===== config.mk =====
export PLATFORM = sky130hd
export DESIGN_NAME = array_priority_queue
export DESIGN_NICKNAME = d
export VERILOG_FILES = /design/src/rtl/core/apq_pkg.sv /design/src/rtl/core/apq_cell.sv /design/src/rtl/core/array_priority_queue.sv
export SDC_FILE = /design/constraint.sdc
export NUM_CORES = 1
export LEC_CHECK = 0
export BUFFER_PORTS_ARGS = -buffer_cell sky130_fd_sc_hd__buf_2
export CAP_MARGIN = 20
export CORE_MARGIN = 5
export CORE_UTILIZATION = 64
export DETAILED_ROUTE_END_ITERATION = 16
export PLACE_DENSITY = 0.87
export SLEW_MARGIN = 0
export SYNTH_ARGS = -nofsm -noshare
export SYNTH_HDL_FRONTEND = slang
export SYNTH_SLANG_ARGS = --single-unit
export TNS_END_PERCENT = 20

===== constraint.sdc =====
create_clock -name clk -period 10.9 [get_ports clk]
set_input_delay 0.545 -clock clk [delete_from_list [all_inputs] [get_ports clk]]
set_output_delay 0.545 -clock clk [all_outputs]
set_load 0.02 [all_outputs]

===== src/rtl/core/apq_pkg.sv =====
// Shared types and codes for the array priority queue.
// No dependencies; imported by apq_cell and array_priority_queue.
package apq_pkg;

  localparam int DATA_W = 32;
  localparam int OCC_W  = 4;

  localparam logic ACT_INSERT = 1'b0;
  localparam logic ACT_REMOVE = 1'b1;

  localparam logic [1:0] ST_DONE  = 2'd0;
  localparam logic [1:0] ST_FULL  = 2'd1;
  localparam logic [1:0] ST_EMPTY = 2'd2;

  typedef struct packed {
    logic signed [DATA_W-1:0] data;
    logic signed [DATA_W-1:0] prio;
  } entry_t;

  typedef enum logic [1:0] {
    CELL_HOLD,
    CELL_LOAD,
    CELL_NEXT,
    CELL_HEAD
  } cell_op_t;

  typedef enum logic [1:0] {
    S_IDLE,
    S_SCAN,
    S_CLOSE
  } state_t;

endpackage


===== src/rtl/core/apq_cell.sv =====
// One storage cell of the queue chain: holds a (data, priority) entry.
// Depends on apq_pkg for entry_t and cell_op_t.
module apq_cell (
  input  logic              clk,
  input  apq_pkg::cell_op_t op,
  input  apq_pkg::entry_t   load_in,
  input  apq_pkg::entry_t   next_in,
  input  apq_pkg::entry_t   head_in,
  output apq_pkg::entry_t   entry
);
  import apq_pkg::*;

  always_ff @(posedge clk) begin
    unique case (op)
      CELL_HOLD: entry <= entry;
      CELL_LOAD: entry <= load_in;
      CELL_NEXT: entry <= next_in;
      CELL_HEAD: entry <= head_in;
      default:   entry <= entry;
    endcase
  end

endmodule


===== src/rtl/core/array_priority_queue.sv =====
// Array priority queue: insertion-ordered chain of cells, remove of the maximum priority.
// Insert: result in the cycle after acceptance; busy does not rise.
// Remove: S_SCAN rotates the chain through every held entry, comparing each at the head,
// then S_CLOSE closes the gap; the result is registered from S_CLOSE, busy through both.
// Full or empty reports: result in the cycle after acceptance. The receiver cannot stall.
// Reset (rst, synchronous) empties the queue; entry storage is not cleared.
module array_priority_queue #(
  parameter int DEPTH = 8
) (
  input  logic                               clk,
  input  logic                               rst,
  input  logic                               start,
  output logic                               busy,
  input  logic                               action,
  input  logic signed [apq_pkg::DATA_W-1:0]  item_value,
  input  logic signed [apq_pkg::DATA_W-1:0]  item_priority,
  output logic                               done,
  output logic [1:0]                         status,
  output logic signed [apq_pkg::DATA_W-1:0]  removed_value,
  output logic signed [apq_pkg::DATA_W-1:0]  removed_priority,
  output logic [apq_pkg::OCC_W-1:0]          occupancy
);
  import apq_pkg::*;

  localparam int CNT_W = $clog2(DEPTH + 1);
  localparam int IDX_W = $clog2(DEPTH);

  state_t                     state, state_next;
  logic [CNT_W-1:0]           count, count_next;
  logic [IDX_W-1:0]           step, step_next;
  logic [IDX_W-1:0]           best_idx, best_idx_next;
  entry_t                     best, best_next;
  logic                       done_next;
  logic [1:0]                 status_next;
  logic signed [DATA_W-1:0]   removed_value_next, removed_priority_next;
  logic [OCC_W-1:0]           occupancy_next;

  entry_t                     cells [DEPTH];
  cell_op_t                   cell_ops [DEPTH];
  entry_t                     item_in;

  assign item_in = '{data: item_value, prio: item_priority};
  assign busy    = (state != S_IDLE);

  for (genvar i = 0; i < DEPTH; i++) begin : g_cell
    localparam int NXT = (i + 1 < DEPTH) ? i + 1 : i;

    always_comb begin
      priority if (state == S_IDLE && start && action == ACT_INSERT &&
                   count == CNT_W'(i)) begin
        cell_ops[i] = CELL_LOAD;
      end else if (state == S_SCAN && CNT_W'(i + 1) == count) begin
        cell_ops[i] = CELL_HEAD;
      end else if (state == S_SCAN && CNT_W'(i + 1) < count) begin
        cell_ops[i] = CELL_NEXT;
      end else if (state == S_CLOSE && IDX_W'(i) >= best_idx &&
                   CNT_W'(i + 1) < count) begin
        cell_ops[i] = CELL_NEXT;
      end else begin
        cell_ops[i] = CELL_HOLD;
      end
    end

    apq_cell u_cell (
      .clk     (clk),
      .op      (cell_ops[i]),
      .load_in (item_in),
      .next_in (cells[NXT]),
      .head_in (cells[0]),
      .entry   (cells[i])
    );
  end

  always_ff @(posedge clk) begin
    if (rst) begin
      state <= S_IDLE;
      count <= '0;
      done  <= 1'b0;
    end else begin
      state <= state_next;
      count <= count_next;
      done  <= done_next;
    end
    step             <= step_next;
    best_idx         <= best_idx_next;
    best             <= best_next;
    status           <= status_next;
    removed_value    <= removed_value_next;
    removed_priority <= removed_priority_next;
    occupancy        <= occupancy_next;
  end

  always_comb begin
    state_next            = state;
    count_next            = count;
    step_next             = step;
    best_idx_next         = best_idx;
    best_next             = best;
    done_next             = 1'b0;
    status_next           = status;
    removed_value_next    = removed_value;
    removed_priority_next = removed_priority;
    occupancy_next        = occupancy;
    unique case (state)
      S_IDLE: begin
        if (start) begin
          if (action == ACT_INSERT) begin
            done_next             = 1'b1;
            removed_value_next    = '0;
            removed_priority_next = '0;
            if (count == CNT_W'(DEPTH)) begin
              status_next = ST_FULL;
            end else begin
              status_next = ST_DONE;
              count_next  = count + 1'b1;
            end
          end else if (count == '0) begin
            done_next             = 1'b1;
            status_next           = ST_EMPTY;
            removed_value_next    = '0;
            removed_priority_next = '0;
          end else begin
            state_next = S_SCAN;
            step_next  = '0;
          end
          occupancy_next = OCC_W'(count_next);
        end
      end
      S_SCAN: begin
        if (step == '0 || cells[0].prio > best.prio) begin
          best_next     = cells[0];
          best_idx_next = step;
        end
        step_next = step + 1'b1;
        if (CNT_W'(step) == count - 1'b1) begin
          state_next = S_CLOSE;
        end
      end
      S_CLOSE: begin
        count_next            = count - 1'b1;
        done_next             = 1'b1;
        status_next           = ST_DONE;
        removed_value_next    = best.data;
        removed_priority_next = best.prio;
        occupancy_next        = OCC_W'(count_next);
        state_next            = S_IDLE;
      end
      default: begin
        state_next = S_IDLE;
      end
    endcase
  end

endmodule

=== Yosys cells after proc, flatten, opt, wreduce, memory -nomap -nowiden ===
Index checks and enable logic that the tools add are counted.

* Output and inout port bits: 72
* Bits in registers: 659

* Bitwise logic cells: 1
* Eq/ne operators: 48
* Muxes and demuxes: 67
* Reductions and logical operators: 64
* $lt $le $gt $ge: 17
* $add $sub $neg: 3

{| class="wikitable"
|+ Operators by type and width
! operator !! number
|-
| 64-bit one-hot mux with 3 select lines || 6
|-
| 64-bit one-hot mux with 2 select lines || 2
|-
| 32-bit one-hot mux with 2 select lines || 2
|-
| 32-bit two-way mux || 3
|-
| 2-bit two-way mux || 39
|-
| 1-bit logical AND || 42
|-
| 2-bit equality test, second input constant || 17
|-
| 32-bit > comparator || 1
|-
| 2-bit by 1-bit equality test with 1-bit output, second input constant || 9
|-
| 2-bit logical NOT || 9
|-
| 3-bit by 4-bit equality test with 1-bit output, first input constant || 4
|-
| 4-bit by 3-bit equality test with 1-bit output, second input constant || 4
|-
| 3-bit by 4-bit less-than comparator with 1-bit output, first input constant || 4
|-
| 3-bit greater-or-equal comparator, first input constant || 4
|-
| 4-bit two-way mux || 3
|-
| 3-bit two-way mux || 3
|-
| 2-bit by 4-bit equality test with 1-bit output, first input constant || 2
|-
| 4-bit by 2-bit equality test with 1-bit output, second input constant || 2
|-
| 2-bit by 4-bit less-than comparator with 1-bit output, first input constant || 2
|-
| 2-bit one-hot mux with 2 select lines || 2
|-
| 4-bit one-hot mux with 2 select lines || 1
|-
| 4-bit AND reduction || 2
|-
| 1-bit by 3-bit greater-or-equal comparator with 1-bit output, first input constant || 2
|-
| 2-bit by 3-bit greater-or-equal comparator with 1-bit output, first input constant || 2
|-
| 24 further kinds || 33
|}

=== Depth between registers and ports, before layout ===
* Depth in word-level cells: 9
* Depth in mapped cells: 11
* Gate-level depth less buffers: 8

=== Hierarchy ===
From an unflattened synthesis, not the netlist that was laid out.

* Cells, all modules: 2,695
* Area total of the unflattened synthesis: 32,637.6 µm²

{| class="wikitable"
|+ Modules (own cells, without submodules)
! module !! cells each !! times used !! area each (µm²) !! seq. area each (µm²)
|-
| apq_cell || 278 || 8 || 3,284.4 || 1,921.8
|-
| array_priority_queue || 471 || 1 || 6,362.4 || 4,344.2
|}

=== Worst setup path before layout ===
No wires, ideal clock.

* Path kind: register to register
* Start: register g_cell[0].u_cell.entry[31] (netlist name)
* End: register best[0] (netlist name) (enable)
* Stages on the path, launching flop included: 8
* Buffers on the path: 0
* Data arrival time: 6,799 ps
* Setup time: 574 ps
* Period minus slack after synthesis: 7,374 ps
* Slack: 3,526 ps
* Cells stage by stage: edfxtp_1 -> ha_1 -> nand4_1 -> or4_1 -> or4_4 -> a21oi_2 -> a2111oi_0 -> nor3_1

* Word-level cells in the longest chain between the ends: 3

{| class="wikitable"
|+ RTL lines
! element !! RTL line !! source
|-
| from (decl) || apq_cell.sv:9 || <nowiki>output apq_pkg::entry_t entry</nowiki>
|-
| from (signal assigned) || apq_cell.sv:15 || <nowiki>CELL_HOLD: entry <= entry;</nowiki>
|-
| from (signal assigned) || apq_cell.sv:16 || <nowiki>CELL_LOAD: entry <= load_in;</nowiki>
|-
| from (signal assigned) || apq_cell.sv:17 || <nowiki>CELL_NEXT: entry <= next_in;</nowiki>
|-
| 32-bit > comparator || array_priority_queue.sv:130 || <nowiki>if (step == '0 || cells[0].prio > best.prio) begin</nowiki>
|-
| 1-bit logical OR || array_priority_queue.sv:130 ||
|-
| 2-bit AND reduction (no line) || n/a ||
|-
| to (signal assigned) || array_priority_queue.sv:86 || <nowiki>best <= best_next;</nowiki>
|-
| to (decl) || array_priority_queue.sv:32 || <nowiki>entry_t best, best_next;</nowiki>
|}

No other way between the ends.
A chain may end at the register's enable or synchronous reset.

=== Worst setup path after layout ===
* Start: register state[0]
* End: register g_cell[1].u_cell.entry[11] (netlist name) (enable)

* Word-level cells in the longest chain between the ends: 8
* Elaborated cells on any way between the ends: 15

{| class="wikitable"
|+ RTL lines
! element !! RTL line !! source
|-
| from (decl) || array_priority_queue.sv:28 || <nowiki>state_t state, state_next;</nowiki>
|-
| from (signal assigned) || array_priority_queue.sv:80 || <nowiki>state <= state_next;</nowiki>
|-
| 2-bit equality test || array_priority_queue.sv:56 || <nowiki>end else if (state == S_CLOSE && IDX_W'(i) >= best_idx &&</nowiki>
|-
| 1-bit logical AND (2 in series) || array_priority_queue.sv:56 ||
|-
| 2-bit two-way mux || array_priority_queue.sv:56 ||
|-
| 2-bit two-way mux || array_priority_queue.sv:54 || <nowiki>end else if (state == S_SCAN && CNT_W'(i + 1) < count) begin</nowiki>
|-
| 2-bit two-way mux || array_priority_queue.sv:52 || <nowiki>end else if (state == S_SCAN && CNT_W'(i + 1) == count) begin</nowiki>
|-
| 2-bit two-way mux * || array_priority_queue.sv:49 || <nowiki>priority if (state == S_IDLE && start && action == ACT_INSERT &&</nowiki>
|-
| 2-bit logical NOT * || apq_cell.sv:14 || <nowiki>unique case (op)</nowiki>
|-
| to (signal assigned) || apq_cell.sv:15 ||
|-
| to (signal assigned) || apq_cell.sv:16 ||
|-
| to (signal assigned) || apq_cell.sv:17 ||
|-
| to (decl) || apq_cell.sv:9 ||
|}

Every way passes the cells marked *; elsewhere a longest branch is shown, timed or not.

==> metrics <==
result of the run complete, no violations; maximum number of pins on one net before global-route repair 93; maximum clock frequency 0.217 GHz; Req. time, crit path 11.11 ns; root cell of the clock tree sky130_fd_sc_hd__clkbuf_16; time the worst path needs with I/O delays and setup 4.61 ns; CTS Hold Buffers Added 0; clock skew after layout 0.0131 ns; RSZ-0062 raised after global routing false; clock buffer depth 3; number of flops mapped to enable cells by yosys 652; Syn Std Cell Area 30100 um2; clock network power share 39.7%; ratio of routed vias to standard cells 6.71; Initial Util 64.6%; proportion of synthesized flip-flops having asynchronous set or reset 0%; hold depth 2; combinational share of power 6.0%; switching pwr 1.23 mW; relative area change from synthesis to final layout 9.95%; number of vias after detailed routing 21.1k; synthesized flop and latch total 659; Post-CTS Setup Bufs 0; CTS clk-pin slew, worst paths 0.06 ns; series of cell instances along the critical path nor2b_1 -> and3_4 -> o21ai_1 -> a21oi_4 -> a211o_2 -> buf_4; data arrival time of the critical path 4.82 ns; sequential area share after synthesis 65.5%; Worst Reg2Reg Path Length in Cells 6; power per standard cell area 164 nW/um2; I/O pins 140; gpl congestion 0.821; Slew Limit Headroom 24.7%; Yosys warning total 0; count of TritonRoute iterations in the first routing pass 6; number of buffers and inverters on the critical path 1; total negative slack 0 ns; H-Tree Depth 3; routed wirelength normalized by instance count 24.3 um; standby leakage power 12.4 nW; layout cells sized above 1 16.3%; y dimension of the die 227 um; maximum fanout along the worst path 45; clock tree from TritonCTS built; Detailed Route Iter0 Violations 3081; classification of the worst-slack hold path primary input to register; fraction of power consumed by sequential logic 54.3%; first-pass GRT wire length 118 mm; Core Footprint 46600 um2; input/output buffers 139; clock insertion delay at the later pin of the skew report 0.59 ns; family of cells with the greatest summed delay on the critical path compound AO/OA/AOI/OAI gates; flip-flop cell with the highest count after synthesis sky130_fd_sc_hd__edfxtp_1; Final Max Slew Viols 0; critical path start-end classification register to register; Overall Global Routing Usage 29.4%; largest cells by area after synthesis sky130_fd_sc_hd__edfxtp_1, sky130_fd_sc_hd__a22oi_1, sky130_fd_sc_hd__nand2_1; number of standard cells after synthesis 2471; total die area 51500 um2; number of hold violations in the final report 0; dpl hpwl 40.2 mm; mean post-synth cell area 12.2 um2; site row count 79; worst stage delay on the critical path 0.81 ns; Post-Synthesis Net Count 2580; post-placement worst setup slack 6.34 ns; count of unique library cells instantiated by Yosys 52; count of cell instances traversed by the critical path 6; number of global-route vias before repair 21.4k; setup violators final 0; number of cells upsized or downsized after cts 0; # DRC 0; peak supply drop 0.146 mV; Routed WL 76.3 mm; horizontal die dimension 227 um; Yosys top cell area share 65.1%; total gr overflow 0; final critical-path share of the clock period 42.3%; Clock Sinks 659; cell taking the most area after synthesis sky130_fd_sc_hd__edfxtp_1; slowest cell on the critical path sky130_fd_sc_hd__a21oi_4; design internal power 4.20 mW; fraction of power spent switching nets 22.7%; post-detailed-route count of antenna-violating nets 0; TritonCTS buffer count 68; max-cap viol count 0; element type at the critical path start register; initial antenna violation count 6; Final Net Count 2591; final setup slack of the worst path 6.29 ns; type of element capturing the critical path register; Slew @ Worst Pin 1.13 ns
## synthesized netlist by cell type (32+ instances only)
cell type and count:
sky130_fd_sc_hd__a21oi_1 85, sky130_fd_sc_hd__a22oi_1 320, sky130_fd_sc_hd__and2_1 37, sky130_fd_sc_hd__buf_1 32, sky130_fd_sc_hd__buf_2 43, sky130_fd_sc_hd__clkbuf_1 151
sky130_fd_sc_hd__edfxtp_1 652, sky130_fd_sc_hd__ha_1 41, sky130_fd_sc_hd__inv_1 40, sky130_fd_sc_hd__mux2_2 128, sky130_fd_sc_hd__mux2i_1 66, sky130_fd_sc_hd__nand2_1 597
sky130_fd_sc_hd__nor2_1 115, sky130_fd_sc_hd__o21ai_0 56
## cell families after synthesis
logic type / Yosys count / synth area share (%)
buf+inv: 268 / 3.55
compound gates: 510 / 11.4
flops: 659 / 65.5
xor+xnor: 8 / 0.233
simple gates: 791 / 10.6
fa+ha+maj: 41 / 1.70
mux: 194 / 6.98
## power by group through the flow
stage / Sequential, mW / Combinational [mW] / Clock (mW)
6_report: 2.95 / 0.328 / 2.15
5_1_grt: 2.95 / 0.359 / 2.27
4_1_cts: 2.95 / 0.325 / 2.16
3_5_place_dp: 3.00 / 0.321 / 0
3_3_place_gp: 2.99 / 0.300 / 0
2_1_floorplan: 3.01 / 0.194 / 0
## area by class of cell
type,instances,area (um2)
inverter,40,150
antenna,4,10.0
tap,607,759
fill,2928,13500
clock buffer,88,1840
timing repair buffer,169,953
multi-input combinational,1544,9510
clock inverter,27,150
sequential,659,19700
## worst register-to-register path, delay by kind of cell (launching register included)
kind	cells	cell delay, ns
AO/OA/AOI/OAI	3	1.55
buffers and inverters	1	0.75
flip-flops	1	0.50
AND/OR/NAND/NOR	2	1.41
## per-stage QoR
| step | util, % | total power, mW | cell area [um2] | hold WS, ns | cells |
|---|---|---|---|---|---|
| detailed placement | 66.7 | 3.32 | 31000 | 0.504 | 3017 |
| global route | 71.1 | 5.59 | 33100 | 0.240 | 3137 |
| global placement | 66.7 | 3.29 | 31000 | 0.507 | 3017 |
| floorplan | - | 3.20 | 30100 | 0.424 | 2471 |
| finish | 71.1 | 5.43 | 33100 | 0.239 | 3138 |
| CTS | 71.0 | 5.43 | 33000 | 0.219 | 3132 |
## state kept, by name, indices dropped and copies added, names as in the netlist
name	cells
done	1
g_cell.u_cell.entry	512
state	2
removed_priority	32
step	3
count	4
removed_value	32
best_idx	3
best	64
occupancy	4
status	2
## cells in the final DEF, fill, tap and decap left out, drive strengths merged, types with 2 or more instances in the layout
cell	count
xnor2	6
dfxtp	7
o21a	3
buf	169
nor2b	5
clkbuf	88
a22oi	320
a31oi	2
diode	4
xor2	2
a21oi	86
a221oi	2
mux2i	66
ha	41
nor3	8
a21o	3
a2111oi	3
a211o	2
and2	37
clkinvlp	3
mux2	128
nand4	7
and3	5
nor2	115
and2b	2
nand3	4
a211oi	4
inv	41
or4	2
edfxtp	652
clkinv	22
o21ai	77
nand2	597
nand2b	3
## path summary, 6_finish.rpt
kind	startpoint	end	slack, ns
max	state[0]	g_cell[1].u_cell.entry[11]	6.29
min	rst	count[0]	0.24
max reg2reg	state[0]	g_cell[1].u_cell.entry[11]	6.29
min reg2reg	best[62]	removed_value[30]	0.52
## routing by layer
metal  up-vias  track usage [%]  wire length, um  share of wire [%]
li1       9057                -                -                  -
met2      1556             49.0            37400                 49
met5         -                0               24              0.031
met1     10200             37.2            26800                 35
met3       255             7.09             9480                 12
met4         4             12.5             2630                3.5
Power figures use the tool's default switching activity.
